### src/sv/bae_pkg.sv
package bae_pkg;

    // Prefix storage
    localparam int PREFIX_MAX_CHARS = 8;
    localparam int PREFIX_BITS      = PREFIX_MAX_CHARS * 8;

    // Item queue between front and back
    localparam int QUEUE_DEPTH = 2;
    localparam int QPTR_W      = $clog2(QUEUE_DEPTH);
    localparam int QCNT_W      = $clog2(QUEUE_DEPTH + 1);

    // Checksum and character constants
    localparam logic [29:0] CHECKSUM_INIT  = 30'd1;
    localparam logic [2:0]  CHECK_LAST     = 3'd5;
    localparam logic [6:0]  SEPARATOR_CHAR = 7'h31;

    // Register reset values and register indexes
    localparam logic [PREFIX_BITS-1:0] PREFIX_CHARS_RESET  = PREFIX_BITS'(64'h6362);
    localparam logic [3:0]             PREFIX_LENGTH_RESET = 4'd2;
    localparam logic REG_PREFIX_CHARS  = 1'b0;
    localparam logic REG_PREFIX_LENGTH = 1'b1;

    // Input action codes
    localparam logic ACTION_START = 1'b0;
    localparam logic ACTION_BYTE  = 1'b1;

    typedef struct packed {
        logic       is_start;
        logic [7:0] value;
        logic       version_bad;
        logic       last;
    } item_t;

    typedef struct packed {
        logic  valid;
        item_t item;
    } queue_head_t;

    // One step of the 30-bit BCH checksum
    function automatic logic [29:0] polymod(input logic [29:0] c);
        logic [29:0] r;
        r = {c[24:0], 5'b00000};
        if (c[25]) r = r ^ 30'h3b6a57b2;
        if (c[26]) r = r ^ 30'h26508e6d;
        if (c[27]) r = r ^ 30'h1ea119fa;
        if (c[28]) r = r ^ 30'h3d4233dd;
        if (c[29]) r = r ^ 30'h2a1462b3;
        return r;
    endfunction

    // Map a 5-bit symbol to its character
    function automatic logic [7:0] charset(input logic [4:0] sym);
        logic [7:0] ch;
        case (sym)
            5'd1:    ch = "p";
            5'd2:    ch = "z";
            5'd3:    ch = "r";
            5'd4:    ch = "y";
            5'd5:    ch = "9";
            5'd6:    ch = "x";
            5'd7:    ch = "8";
            5'd8:    ch = "g";
            5'd9:    ch = "f";
            5'd10:   ch = "2";
            5'd11:   ch = "t";
            5'd12:   ch = "v";
            5'd13:   ch = "d";
            5'd14:   ch = "w";
            5'd15:   ch = "0";
            5'd16:   ch = "s";
            5'd17:   ch = "3";
            5'd18:   ch = "j";
            5'd19:   ch = "n";
            5'd20:   ch = "5";
            5'd21:   ch = "4";
            5'd22:   ch = "k";
            5'd23:   ch = "h";
            5'd24:   ch = "c";
            5'd25:   ch = "e";
            5'd26:   ch = "6";
            5'd27:   ch = "m";
            5'd28:   ch = "u";
            5'd29:   ch = "a";
            5'd30:   ch = "7";
            5'd31:   ch = "l";
            default: ch = "q";
        endcase
        return ch;
    endfunction

endpackage

### src/sv/bae_front.sv
module bae_front import bae_pkg::*; (
    input  logic              clk,
    input  logic              rst_n,
    input  logic              s_tvalid,
    output logic              s_tready,
    input  logic [7:0]        s_tdata,   // [7:0] value
    input  logic              s_tuser,   // [0] action
    input  logic              s_tlast,
    output queue_head_t       head,
    input  logic              pop
);

    item_t             slot_reg [QUEUE_DEPTH];
    logic [QPTR_W-1:0] wr_ptr_reg, wr_ptr_next;
    logic [QPTR_W-1:0] rd_ptr_reg, rd_ptr_next;
    logic [QCNT_W-1:0] count_reg, count_next;
    logic              push;
    item_t             in_item;

    // Classify the incoming transaction
    always_comb
    begin
        in_item.is_start    = (s_tuser == ACTION_START);
        in_item.value       = s_tdata;
        in_item.version_bad = |s_tdata[7:5];
        in_item.last        = s_tlast;
    end

    assign s_tready = (count_reg != QCNT_W'(QUEUE_DEPTH));
    assign push     = s_tvalid && s_tready;

    assign head.valid = (count_reg != '0);
    assign head.item  = slot_reg[rd_ptr_reg];

    // Advance pointers and fill count
    always_comb
    begin
        wr_ptr_next = wr_ptr_reg;
        rd_ptr_next = rd_ptr_reg;
        count_next  = count_reg;
        if (push)
        begin
            wr_ptr_next = wr_ptr_reg + QPTR_W'(1);
        end
        if (pop)
        begin
            rd_ptr_next = rd_ptr_reg + QPTR_W'(1);
        end
        if (push && !pop)
        begin
            count_next = count_reg + QCNT_W'(1);
        end
        else if (pop && !push)
        begin
            count_next = count_reg - QCNT_W'(1);
        end
    end

    always_ff @(posedge clk or negedge rst_n)
    begin
        if (!rst_n)
        begin
            wr_ptr_reg <= '0;
            rd_ptr_reg <= '0;
            count_reg  <= '0;
        end
        else
        begin
            wr_ptr_reg <= wr_ptr_next;
            rd_ptr_reg <= rd_ptr_next;
            count_reg  <= count_next;
        end
    end

    // Store queued items
    always_ff @(posedge clk)
    begin
        if (push)
        begin
            slot_reg[wr_ptr_reg] <= in_item;
        end
    end

    a_pop_nonempty: assert property (@(posedge clk) disable iff (!rst_n)
        pop |-> (count_reg != '0))
        else $error("queue popped while empty");

    a_count_range: assert property (@(posedge clk) disable iff (!rst_n)
        count_reg <= QCNT_W'(QUEUE_DEPTH))
        else $error("queue fill count out of range");

    a_full_no_push: assert property (@(posedge clk) disable iff (!rst_n)
        (count_reg == QCNT_W'(QUEUE_DEPTH)) |-> !push)
        else $error("queue written while full");

endmodule

### src/sv/bae_back.sv
module bae_back import bae_pkg::*; (
    input  logic                   clk,
    input  logic                   rst_n,
    input  queue_head_t            head,
    output logic                   pop,
    input  logic [PREFIX_BITS-1:0] prefix_chars,
    input  logic [3:0]             prefix_len,
    output logic                   m_tvalid,
    input  logic                   m_tready,
    output logic [7:0]             m_tdata,   // [6:0] symbol_char, [7] zero
    output logic                   m_tuser,   // [0] error
    output logic                   m_tlast
);

    localparam logic [3:0] S_IDLE = 4'd0;
    localparam logic [3:0] S_HI   = 4'd1;
    localparam logic [3:0] S_MID  = 4'd2;
    localparam logic [3:0] S_LO   = 4'd3;
    localparam logic [3:0] S_SEP  = 4'd4;
    localparam logic [3:0] S_VER  = 4'd5;
    localparam logic [3:0] S_BYTE = 4'd6;
    localparam logic [3:0] S_PAD  = 4'd7;
    localparam logic [3:0] S_TAIL = 4'd8;
    localparam logic [3:0] S_CHK  = 4'd9;

    logic [3:0]  state_reg, state_next;
    logic [2:0]  idx_reg, idx_next;
    logic [29:0] cs_reg, cs_next;
    logic [11:0] acc_reg, acc_next;
    logic [3:0]  cnt_reg, cnt_next;
    logic [3:0]  lo_bits_reg, lo_bits_next;
    logic [2:0]  lc_reg, lc_next;
    logic        err_reg, err_next;
    item_t       cur_reg, cur_next;

    logic        out_valid_reg;
    logic [6:0]  out_char_reg;
    logic        out_err_reg;
    logic        out_end_reg;

    logic        slot_free;
    logic        emit;
    logic [6:0]  emit_char;
    logic        emit_end;
    logic [7:0]  pchar;
    logic        last_idx;
    logic [29:0] poly;
    logic [3:0]  cnt_m5;
    logic [4:0]  sym_byte;
    logic [3:0]  lo_mask;
    logic [4:0]  sym_pad;
    logic [7:0]  ch_byte, ch_pad, ch_ver, ch_chk;

    assign slot_free = !out_valid_reg || m_tready;
    assign pchar     = prefix_chars[{idx_reg, 3'b000} +: 8];
    assign last_idx  = ({1'b0, idx_reg} == (prefix_len - 4'd1));
    assign poly      = polymod(cs_reg);
    assign cnt_m5    = cnt_reg - 4'd5;
    assign sym_byte  = 5'(acc_reg >> cnt_m5);
    assign lo_mask   = (4'd1 << cnt_m5) - 4'd1;
    assign sym_pad   = 5'(5'(lo_bits_reg) << (3'd5 - lc_reg));
    assign ch_byte   = charset(sym_byte);
    assign ch_pad    = charset(sym_pad);
    assign ch_ver    = charset(cur_reg.value[4:0]);
    assign ch_chk    = charset(cs_reg[29:25]);

    // Sequence one item: checksum steps and character emission
    always_comb
    begin
        state_next   = state_reg;
        idx_next     = idx_reg;
        cs_next      = cs_reg;
        acc_next     = acc_reg;
        cnt_next     = cnt_reg;
        lo_bits_next = lo_bits_reg;
        lc_next      = lc_reg;
        err_next     = err_reg;
        cur_next     = cur_reg;
        pop          = 1'b0;
        emit         = 1'b0;
        emit_char    = '0;
        emit_end     = 1'b0;
        case (state_reg)
            S_IDLE:
            begin
                if (head.valid)
                begin
                    pop      = 1'b1;
                    cur_next = head.item;
                    if (head.item.is_start)
                    begin
                        cs_next      = CHECKSUM_INIT;
                        lo_bits_next = '0;
                        lc_next      = '0;
                        err_next     = head.item.version_bad;
                        idx_next     = '0;
                        state_next   = (prefix_len == 4'd0) ? S_MID : S_HI;
                    end
                    else
                    begin
                        acc_next   = {lo_bits_reg, head.item.value};
                        cnt_next   = {1'b0, lc_reg} + 4'd8;
                        state_next = S_BYTE;
                    end
                end
            end
            S_HI:
            begin
                // Fold high bits of each prefix character, flag uppercase
                cs_next  = poly ^ 30'(pchar[7:5]);
                idx_next = idx_reg + 3'd1;
                if (pchar >= 8'h41 && pchar <= 8'h5A)
                begin
                    err_next = 1'b1;
                end
                if (last_idx)
                begin
                    state_next = S_MID;
                end
            end
            S_MID:
            begin
                cs_next    = poly;
                idx_next   = '0;
                state_next = (prefix_len == 4'd0) ? S_SEP : S_LO;
            end
            S_LO:
            begin
                if (slot_free)
                begin
                    emit      = 1'b1;
                    emit_char = pchar[6:0];
                    cs_next   = poly ^ 30'(pchar[4:0]);
                    idx_next  = idx_reg + 3'd1;
                    if (last_idx)
                    begin
                        state_next = S_SEP;
                    end
                end
            end
            S_SEP:
            begin
                if (slot_free)
                begin
                    emit       = 1'b1;
                    emit_char  = SEPARATOR_CHAR;
                    state_next = S_VER;
                end
            end
            S_VER:
            begin
                if (slot_free)
                begin
                    emit      = 1'b1;
                    emit_char = ch_ver[6:0];
                    cs_next   = poly ^ 30'(cur_reg.value[4:0]);
                    idx_next  = '0;
                    if (cur_reg.last)
                    begin
                        state_next = S_TAIL;
                    end
                    else
                    begin
                        emit_end   = 1'b1;
                        state_next = S_IDLE;
                    end
                end
            end
            S_BYTE:
            begin
                if (slot_free)
                begin
                    emit      = 1'b1;
                    emit_char = ch_byte[6:0];
                    cs_next   = poly ^ 30'(sym_byte);
                    cnt_next  = cnt_m5;
                    if (cnt_m5 < 4'd5)
                    begin
                        lo_bits_next = acc_reg[3:0] & lo_mask;
                        lc_next      = cnt_m5[2:0];
                        idx_next     = '0;
                        if (cur_reg.last)
                        begin
                            state_next = (cnt_m5 != 4'd0) ? S_PAD : S_TAIL;
                        end
                        else
                        begin
                            emit_end   = 1'b1;
                            state_next = S_IDLE;
                        end
                    end
                end
            end
            S_PAD:
            begin
                if (slot_free)
                begin
                    emit       = 1'b1;
                    emit_char  = ch_pad[6:0];
                    cs_next    = poly ^ 30'(sym_pad);
                    state_next = S_TAIL;
                end
            end
            S_TAIL:
            begin
                // Six zero steps, then flip the low bit
                lo_bits_next = '0;
                lc_next      = '0;
                idx_next     = idx_reg + 3'd1;
                cs_next      = poly;
                if (idx_reg == CHECK_LAST)
                begin
                    cs_next    = poly ^ CHECKSUM_INIT;
                    idx_next   = '0;
                    state_next = S_CHK;
                end
            end
            S_CHK:
            begin
                // Shift out the checksum, top symbol first
                if (slot_free)
                begin
                    emit      = 1'b1;
                    emit_char = ch_chk[6:0];
                    cs_next   = {cs_reg[24:0], 5'b00000};
                    idx_next  = idx_reg + 3'd1;
                    if (idx_reg == CHECK_LAST)
                    begin
                        emit_end   = 1'b1;
                        cs_next    = CHECKSUM_INIT;
                        idx_next   = '0;
                        state_next = S_IDLE;
                    end
                end
            end
            default:
            begin
                state_next = S_IDLE;
            end
        endcase
    end

    always_ff @(posedge clk or negedge rst_n)
    begin
        if (!rst_n)
        begin
            state_reg     <= S_IDLE;
            idx_reg       <= '0;
            cs_reg        <= CHECKSUM_INIT;
            cnt_reg       <= '0;
            lo_bits_reg   <= '0;
            lc_reg        <= '0;
            err_reg       <= 1'b0;
            out_valid_reg <= 1'b0;
        end
        else
        begin
            state_reg   <= state_next;
            idx_reg     <= idx_next;
            cs_reg      <= cs_next;
            cnt_reg     <= cnt_next;
            lo_bits_reg <= lo_bits_next;
            lc_reg      <= lc_next;
            err_reg     <= err_next;
            if (emit)
            begin
                out_valid_reg <= 1'b1;
            end
            else if (m_tready)
            begin
                out_valid_reg <= 1'b0;
            end
        end
    end

    // Hold item payload and output payload
    always_ff @(posedge clk)
    begin
        acc_reg <= acc_next;
        cur_reg <= cur_next;
        if (emit)
        begin
            out_char_reg <= emit_char;
            out_err_reg  <= err_reg;
            out_end_reg  <= emit_end;
        end
    end

    assign m_tvalid = out_valid_reg;
    assign m_tdata  = {1'b0, out_char_reg};
    assign m_tuser  = out_err_reg;
    assign m_tlast  = out_end_reg;

    a_lc_range: assert property (@(posedge clk) disable iff (!rst_n)
        lc_reg <= 3'd4)
        else $error("leftover count out of range");

    a_chk_clear: assert property (@(posedge clk) disable iff (!rst_n)
        (state_reg == S_CHK) |-> (lc_reg == 3'd0 && lo_bits_reg == 4'd0))
        else $error("leftover state not cleared before checksum output");

    a_chk_done: assert property (@(posedge clk) disable iff (!rst_n)
        (state_reg == S_CHK && emit && idx_reg == CHECK_LAST)
        |=> (state_reg == S_IDLE && cs_reg == CHECKSUM_INIT))
        else $error("checksum not restarted after final character");

endmodule

### src/sv/bech32_address_encoder_core.sv
// Channel   Dir  tdata                 tuser      tlast
// s_*       in   [7:0] value           [0] action [0] last
// m_*       out  [6:0] symbol_char     [0] error  [0] end_of_run
// apb       in   0x0 prefix_chars (64b), 0x8 prefix_length (4b)
//
// A start transaction for L prefix characters runs L high-bit steps and one
// zero step, then emits one character per cycle while the output is free: L
// prefix characters, the separator and the version. A program byte pops the
// queue, then emits its 5-bit symbols (1 or 2) at the same rate. With last set,
// a byte adds one padding symbol when bits are left over, and either kind adds
// six checksum steps and six characters. One polymod stage in bae_back serves
// every step; a two-entry queue lets input arrive while the back end works, and
// the output register holds a character until taken. Reset sets prefix "bc".
module bech32_address_encoder_core import bae_pkg::*; (
    input  logic                   clk,
    input  logic                   rst_n,
    input  logic                   s_tvalid,
    output logic                   s_tready,
    input  logic [7:0]             s_tdata,   // [7:0] value
    input  logic                   s_tuser,   // [0] action
    input  logic                   s_tlast,
    output logic                   m_tvalid,
    input  logic                   m_tready,
    output logic [7:0]             m_tdata,   // [6:0] symbol_char, [7] zero
    output logic                   m_tuser,   // [0] error
    output logic                   m_tlast,
    input  logic                   psel,
    input  logic                   penable,
    input  logic                   pwrite,
    input  logic [3:0]             paddr,
    input  logic [PREFIX_BITS-1:0] pwdata,
    output logic [PREFIX_BITS-1:0] prdata,
    output logic                   pready
);

    logic [PREFIX_BITS-1:0] prefix_chars_reg;
    logic [3:0]             prefix_length_reg;
    logic [3:0]             prefix_len;
    logic                   cfg_write;
    queue_head_t            head;
    logic                   pop;

    assign pready    = 1'b1;
    assign cfg_write = psel && penable && pwrite && pready;

    // Write configuration registers
    always_ff @(posedge clk or negedge rst_n)
    begin
        if (!rst_n)
        begin
            prefix_chars_reg  <= PREFIX_CHARS_RESET;
            prefix_length_reg <= PREFIX_LENGTH_RESET;
        end
        else if (cfg_write)
        begin
            if (paddr[3] == REG_PREFIX_CHARS)
            begin
                prefix_chars_reg <= pwdata;
            end
            else
            begin
                prefix_length_reg <= pwdata[3:0];
            end
        end
    end

    assign prdata = (paddr[3] == REG_PREFIX_LENGTH) ?
                    PREFIX_BITS'(prefix_length_reg) : prefix_chars_reg;

    // Clamp prefix length to the stored character count
    assign prefix_len = (prefix_length_reg > 4'(PREFIX_MAX_CHARS)) ?
                        4'(PREFIX_MAX_CHARS) : prefix_length_reg;

    bae_front u_front (
        .clk      (clk),
        .rst_n    (rst_n),
        .s_tvalid (s_tvalid),
        .s_tready (s_tready),
        .s_tdata  (s_tdata),
        .s_tuser  (s_tuser),
        .s_tlast  (s_tlast),
        .head     (head),
        .pop      (pop)
    );

    bae_back u_back (
        .clk          (clk),
        .rst_n        (rst_n),
        .head         (head),
        .pop          (pop),
        .prefix_chars (prefix_chars_reg),
        .prefix_len   (prefix_len),
        .m_tvalid     (m_tvalid),
        .m_tready     (m_tready),
        .m_tdata      (m_tdata),
        .m_tuser      (m_tuser),
        .m_tlast      (m_tlast)
    );

endmodule
### config.mk
export PLATFORM = sky130hd
export DESIGN_NAME = bech32_address_encoder_core
export DESIGN_NICKNAME = d
export VERILOG_FILES = /design/src/sv/bae_pkg.sv /design/src/sv/bae_front.sv /design/src/sv/bae_back.sv /design/src/sv/bech32_address_encoder_core.sv
export SDC_FILE = /design/constraint.sdc
export NUM_CORES = 1
export LEC_CHECK = 0
export ABC_AREA = 1
export BUFFER_PORTS_ARGS = -buffer_cell sky130_fd_sc_hd__buf_2
export CORE_ASPECT_RATIO = 1.4
export CORE_MARGIN = 3
export CORE_UTILIZATION = 50
export CTS_CLUSTER_SIZE = 10
export DETAILED_ROUTE_END_ITERATION = 8
export PLACE_DENSITY_LB_ADDON = 0.2
export RECOVER_POWER = 100
export SETUP_SLACK_MARGIN = 0.5
export SLEW_MARGIN = 5
export SYNTH_ARGS = -nofsm -noshare
export SYNTH_HDL_FRONTEND = slang
export SYNTH_HIERARCHICAL = 1
export SYNTH_SLANG_ARGS = --single-unit
export TNS_END_PERCENT = 30
### constraint.sdc
create_clock -name clk -period 2.7 [get_ports clk]
set_clock_uncertainty 0.2 [all_clocks]
set_input_delay 0.135 -clock clk [delete_from_list [all_inputs] [get_ports clk]]
set_output_delay 0.135 -clock clk [all_outputs]
set_load 0.05 [all_outputs]
After elaboration in Yosys (flattened, before gate mapping):

Memory sizes are Yosys's and may differ from the RTL's. A register that Yosys moved wholly into a read port is not among the register bits.
Cells that the tools add are included.

* bits in registers: 149
* RAM bits: 22
* bits in read-only memories: 768
* input bits: 85
* logic and storage cells: 203
* memories: 5

* add/subtract/negate cells: 10
* order comparisons: 4
* equality and inequality tests: 27
* shift-type cells: 4
* muxes and demuxes: 86
* bitwise operators: 15
* reduce and logical (&&, ||, !) cells: 33

Memories
* (no name shown): words 32, width 6, rd ports 1, clocked after memory_dff 0, write ports 0, RTL line bae_pkg.sv:54 `case (sym)`
* (no name shown): words 32, width 6, rd ports 1, clocked after memory_dff 1, write ports 0, RTL line bae_pkg.sv:54
* (no name shown): words 32, width 6, rd ports 1, clocked after memory_dff 0, write ports 0, RTL line bae_pkg.sv:54
* (no name shown): words 32, width 6, rd ports 1, clocked after memory_dff 0, write ports 0, RTL line bae_pkg.sv:54
* u_front.slot_reg: words 2, width 11, rd ports 1, clocked after memory_dff 0, write ports 1, RTL line bae_front.sv:13 `item_t slot_reg [QUEUE_DEPTH];`

Operator list (count)
* 30-bit two-way mux: 12
* 30-bit case mux with 9 select lines: 1
* 30-bit by 5-bit XOR with 30-bit output: 4
* 4-bit two-way mux: 24
* 64-bit two-way mux: 1
* 64-bit by 7-bit variable part select with 8-bit output: 1
* 7-bit case mux with 6 select lines: 1
* 4-bit case mux with 10 select lines: 1
* 7-bit two-way mux: 5
* 3-bit two-way mux: 11
* 30-bit by 3-bit XOR with 30-bit output: 1
* 29-bit two-way mux: 1
* 2-bit by 1-bit != test with 1-bit output, second input constant: 13
* 3-bit case mux with 8 select lines: 1
* 1-bit two-way mux: 18
* 18-bit NOT: 1
* 17-bit NOT: 1
* 4-bit by 3-bit equality test with 1-bit output, second input constant: 4
* 16-bit NOT: 1
* 8-bit AND reduction: 2
* 14-bit NOT: 1
* 13-bit NOT: 1
* 4-bit case mux with 3 select lines: 1
* 12-bit AND reduction: 1
* other kinds (45): 71

Depth between registers and ports, before layout:

* word-level depth: 13
* depth in mapped cells: 20

Hierarchy:

The synthesis kept the hierarchy.

By module, submodules not included
* bae_back: instances 1, cells each 1065, area each 7104.3 um^2, sequential area each 2183.3 um^2
* bech32_address_encoder_core: instances 1, cells each 443, area each 3256.9 um^2, sequential area each 1711.6 um^2
* bae_front: instances 1, cells each 62, area each 1052.3 um^2, sequential area each 760.7 um^2

Least setup slack after synthesis:

No wires, ideal clock.

* kind: reg2reg
* start point: register u_back.cnt_reg[0]
* end point: register u_back.out_char_reg[2], data pin
* library setup time: 0.253 ns
* data arrival time: 2.175 ns
* required time: 2.247 ns
* setup slack: 0.073 ns
* cell stages (with the launch flop): 19
* cell sequence: dfrtp_1 buf_4 inv_4 buf_4 ha_1 inv_1 buf_2 nand3_1 nand2_1 nand3_1 nand2_2 nor2_8 nand2_2 a21oi_1 nand2_1 nand3_1 nand2_1 nand2_1 nand2_1

* cells in the longest elaborated chain, start to end: 5

Ends and longest elaborated chain
* from (decl): RTL line bae_back.sv:30 `logic [3:0] cnt_reg, cnt_next;`
* from (signal assigned): RTL line bae_back.sv:261 `cnt_reg <= cnt_next;`
* 4-bit by 3-bit subtractor with 4-bit output: RTL line bae_back.sv:58 `assign cnt_m5 = cnt_reg - 4'd5;`
* 12-bit by 4-bit right shift with 5-bit output: RTL line bae_back.sv:59 `assign sym_byte = 5'(acc_reg >> cnt_m5);`
* memory read 32 x 6 bit
* 7-bit two-way mux: RTL line bae_back.sv:171 `if (slot_free)`
* 7-bit case mux with 6 select lines: RTL line bae_back.sv:83 `case (state_reg)`
* via u_back.emit_char[2]: RTL line bae_back.sv:43 `logic [6:0] emit_char;`
* to (signal assigned): RTL line bae_back.sv:283 `out_char_reg <= emit_char;`
* to (decl): RTL line bae_back.sv:37 `logic [6:0] out_char_reg;`

The timed path passes the listed nets, and every way through them passes these cells.
A chain may end at the register's enable or synchronous reset.

Worst setup path after layout:

* start point: register u_back.cnt_reg[0]
* end point: register u_back.out_char_reg[0], data pin

Same word-level chain as after synthesis.

==> out/summary.txt <==
#FFs+latches synth: 177
post-route insts no fill: 2171
Detailed Place HPWL: 23.0 mm
Die ar.: 24700 sq um
Pint: 9.08 mW
Worst EP arrival: 2.50 ns
I/O pin count: 162
core area: 22200 sq um
DR iter-0 viols: 1054
first-pass GRT wire length: 55.1 mm
num rows: 64
worst vdd ir: 0.617 mV
sequential share of power: 0.239
unrepaired setup endpoints after global routing: yes
crit-path max FO: 8
Final Instance Area: 14800 sq um
I/O Buffers: 156
HP Class: in2async
CTS clk-pin slew, worst paths: 0.07 ns
Post-DP Area: 12600 sq um
crit end category: register
CTS max path bufs: 2
Yosys Warn Count: 6
H-Tree Depth: 4
total track usage: 0.274
Final min period: 2.51 ns
largest net degree at the start of global routing: 69
total wire length: 34.8 mm
CTS Buf Count: 17
P&R area growth vs syn: 29.3%
worst slew pin tran: 1.44 ns
Mapped Area: 11400 sq um
routability cong.: 0.925
final setup violation count: 0
register area: 4660 sq um
Vias per Instance: 5.43
Post-layout nets: 1957
Cells after DPL: 1996
max FFs per register: 64
CTS tree: built
Synth Net Count: 1667
Remaining DRCs: 0
failing checks: hold timing
CP required: 2.69 ns
final hold viol count: 14
register area share after synthesis: 0.408
Vias: 11800
setup_tns: 0 ns
Clock power frac: 0.131
Routed WL per cell: 16.0 um
fraction of layout cells with a size suffix above 1: 0.179
initial core utilization: 0.515
Gate Count Post-Synth: 1570
maxcap violations: 0
drt pass-1 iters: 7
status: finished with violations
Slew Viols, Final: 0
syn avg cell area: 7.27 sq um
sw frac: 0.501
die height: 185 um
initial antenna violation count: 0
combinational share of power: 0.629
Yosys cell types: 62
Worst Setup Start Kind: register
clk sinks: 177
r2r worst-path depth: 16
leakage power figure: 6.92 nW
Fmax: 398 MHz
number of global-route vias before repair: 11300
Chip Width: 134 um
fraction of the cycle the final worst path needs: 0.931
PD cells: 1230 nW/um^2
root buffer cell: clkbuf_16
FF-to-FF Start: u_back/cnt_reg[0]
RR Endpoint: u_back/out_char_reg[0]
Fin Hold WS: -0.0156 ns
Reg2Reg Setup Slack: 0.19 ns
Max-slew headroom: 0.0425
Filler Cell Count: 1934
Antenna Violating Nets Remaining: 0
global route total overflow: 0
Net Switching: 9.13 mW
area of the multi-input gates: 6050 sq um
Worst Path Class, Setup: reg2reg
Clock Latency Late Sink: 0.44 ns
[per-layer routing]
| layer | vias up | global-route usage | part of all wire |
|---|---|---|---|
| met2 | 467 | 0.496 | 0.51 |
| met3 | 106 | 0.0371 | 0.053 |
| met5 | - | 0 | 0 |
| met4 | 0 | 0.116 | 0.040 |
| li1 | 5679 | - | - |
| met1 | 5547 | 0.327 | 0.40 |
[what timing repair did]
action | CTS | global route
setup endpoints to repair | 64 | 83
buffers inserted | 30 | 16
resized for setup | 48 | 87
hold endpoints to repair | 216 | 0
gates cloned | 3 | 3
pin swaps | 30 | 35
hold buffers | 90 | 0
[critical path: stages, from the launching register on]
cell and delay [ns]:
dfrtp_1 0.39, inv_4 0.06, ha_4 0.35, buf_6 0.13, nand3_1 0.07, nand2_1 0.09
nand2_1 0.10, nand2_1 0.11, nand2_2 0.07, nand2_4 0.11, nand3_1 0.09, nand2_1 0.09
nand2_1 0.07, nand3_1 0.09, nand3_2 0.10, nand2_1 0.08, nand2_1 0.04
[area by class of cell]
cell class | count | share of cell area
antenna | 1 | 0.000170
clock buffer | 20 | 0.0296
clock inverter | 12 | 0.00797
inverter | 202 | 0.0530
multi-input combinational | 1123 | 0.410
sequential | 177 | 0.316
tap | 297 | 0.0252
timing repair buffer | 338 | 0.158
timing repair inverter | 1 | 0.000509
[worst max path at each step]
| stage | slack, ns | startpoint | end |
|---|---|---|---|
| floorplan | 0.24 | u_back/cnt_reg[0] | u_back/out_char_reg[4] |
| global placement | 0.16 | u_back/cnt_reg[1] | u_back/out_char_reg[2] |
| detailed placement | 0.14 | u_back/cnt_reg[0] | u_back/out_char_reg[2] |
| CTS | 0.33 | u_back/cnt_reg[0] | u_back/out_char_reg[4] |
| global route | 0.007 | u_back/cnt_reg[0] | u_back/out_char_reg[0] |
| finish | 0.19 | u_back/cnt_reg[0] | u_back/out_char_reg[0] |
[cell families after synthesis]
logic type | Yosys count | share of synthesized area
mux | 12 | 0.0147
other cells | 2 | 0.000658
fa+ha+maj | 12 | 0.0132
buf+inv | 272 | 0.0980
xor+xnor | 42 | 0.0339
compound gates | 247 | 0.128
simple gates | 806 | 0.304
flops | 177 | 0.408
[metrics by stage]
stage / utilization / setup WS, ns / power [mW]
6_report: 0.666 / 0.186 / 18.2
2_1_floorplan: - / 0.244 / 11.7
4_1_cts: 0.655 / 0.328 / 17.4
3_5_place_dp: 0.569 / 0.144 / 13.8
3_3_place_gp: 0.569 / 0.164 / 13.6
5_1_grt: 0.665 / 0.00697 / 19.5
[power groups by stage]
stage	Sequential [mW]	Clock (mW)	Combinational [mW]
after floorplan	4.41	0	7.24
after global placement	4.33	0	9.30
after detailed placement	4.35	0	9.45
after CTS	4.31	2.42	10.7
after global routing	4.44	2.52	12.5
final	4.36	2.39	11.5
[cells in the final DEF, fill, tap and decap left out, types with 15 or more instances in the layout]
| master | synthesis | final |
|---|---|---|
| a21oi_1 | 32 | 30 |
| buf_2 | 35 | 74 |
| buf_4 | 5 | 62 |
| clkbuf_1 | 18 | 94 |
| clkbuf_16 | 0 | 18 |
| dfrtp_1 | 113 | 109 |
| dlygate4sd3_1 | 0 | 90 |
| edfxtp_1 | 49 | 49 |
| inv_1 | 179 | 174 |
| inv_2 | 19 | 20 |
| nand2_1 | 412 | 395 |
| nand2_2 | 16 | 21 |
| nand3_1 | 160 | 139 |
| nand3_2 | 3 | 19 |
| nor2_1 | 177 | 165 |
| nor2_4 | 6 | 15 |
| o211ai_1 | 16 | 16 |
| o21ai_0 | 99 | 102 |
| o21ai_1 | 34 | 28 |
| o22ai_1 | 23 | 23 |
| xnor2_1 | 17 | 16 |
| xor2_1 | 24 | 24 |
[cell usage after synthesis, drive strengths merged]
master / n / area (sq um)
o211a: 2 / 20.0
nor4: 2 / 12.5
dfxtp: 6 / 120
xor2: 24 / 210
nand4: 8 / 56.3
inv: 200 / 756
buf: 52 / 288
edfxtp: 49 / 1470
o22ai: 23 / 144
o21a: 1 / 7.51
xnor2: 18 / 176
ha: 12 / 150
o41ai: 1 / 8.76
mux2i: 1 / 10.0
nand3b: 1 / 20.0
a221oi: 2 / 17.5
dfstp: 9 / 236
a32oi: 1 / 8.76
or2: 3 / 18.8
nand2: 429 / 1660
nor2: 192 / 830
a22o: 1 / 8.76
conb: 2 / 7.51
nand3: 163 / 831
clkbuf: 18 / 67.6
o221ai: 6 / 52.6
a21oi: 33 / 169
or3: 1 / 6.26
a22oi: 1 / 7.51
o32ai: 2 / 25.0
a31oi: 7 / 43.8
dfrtp: 113 / 2830
o21ai: 141 / 743
a311oi: 2 / 17.5
a2bb2oi: 1 / 8.76
nor3: 7 / 35.0
a2111oi: 1 / 8.76
o31ai: 1 / 7.51
mux2: 11 / 158
o311ai: 3 / 26.3
o211ai: 16 / 120
a211oi: 2 / 15.0
clkinv: 2 / 7.51
Power figures use the tool's default switching activity.
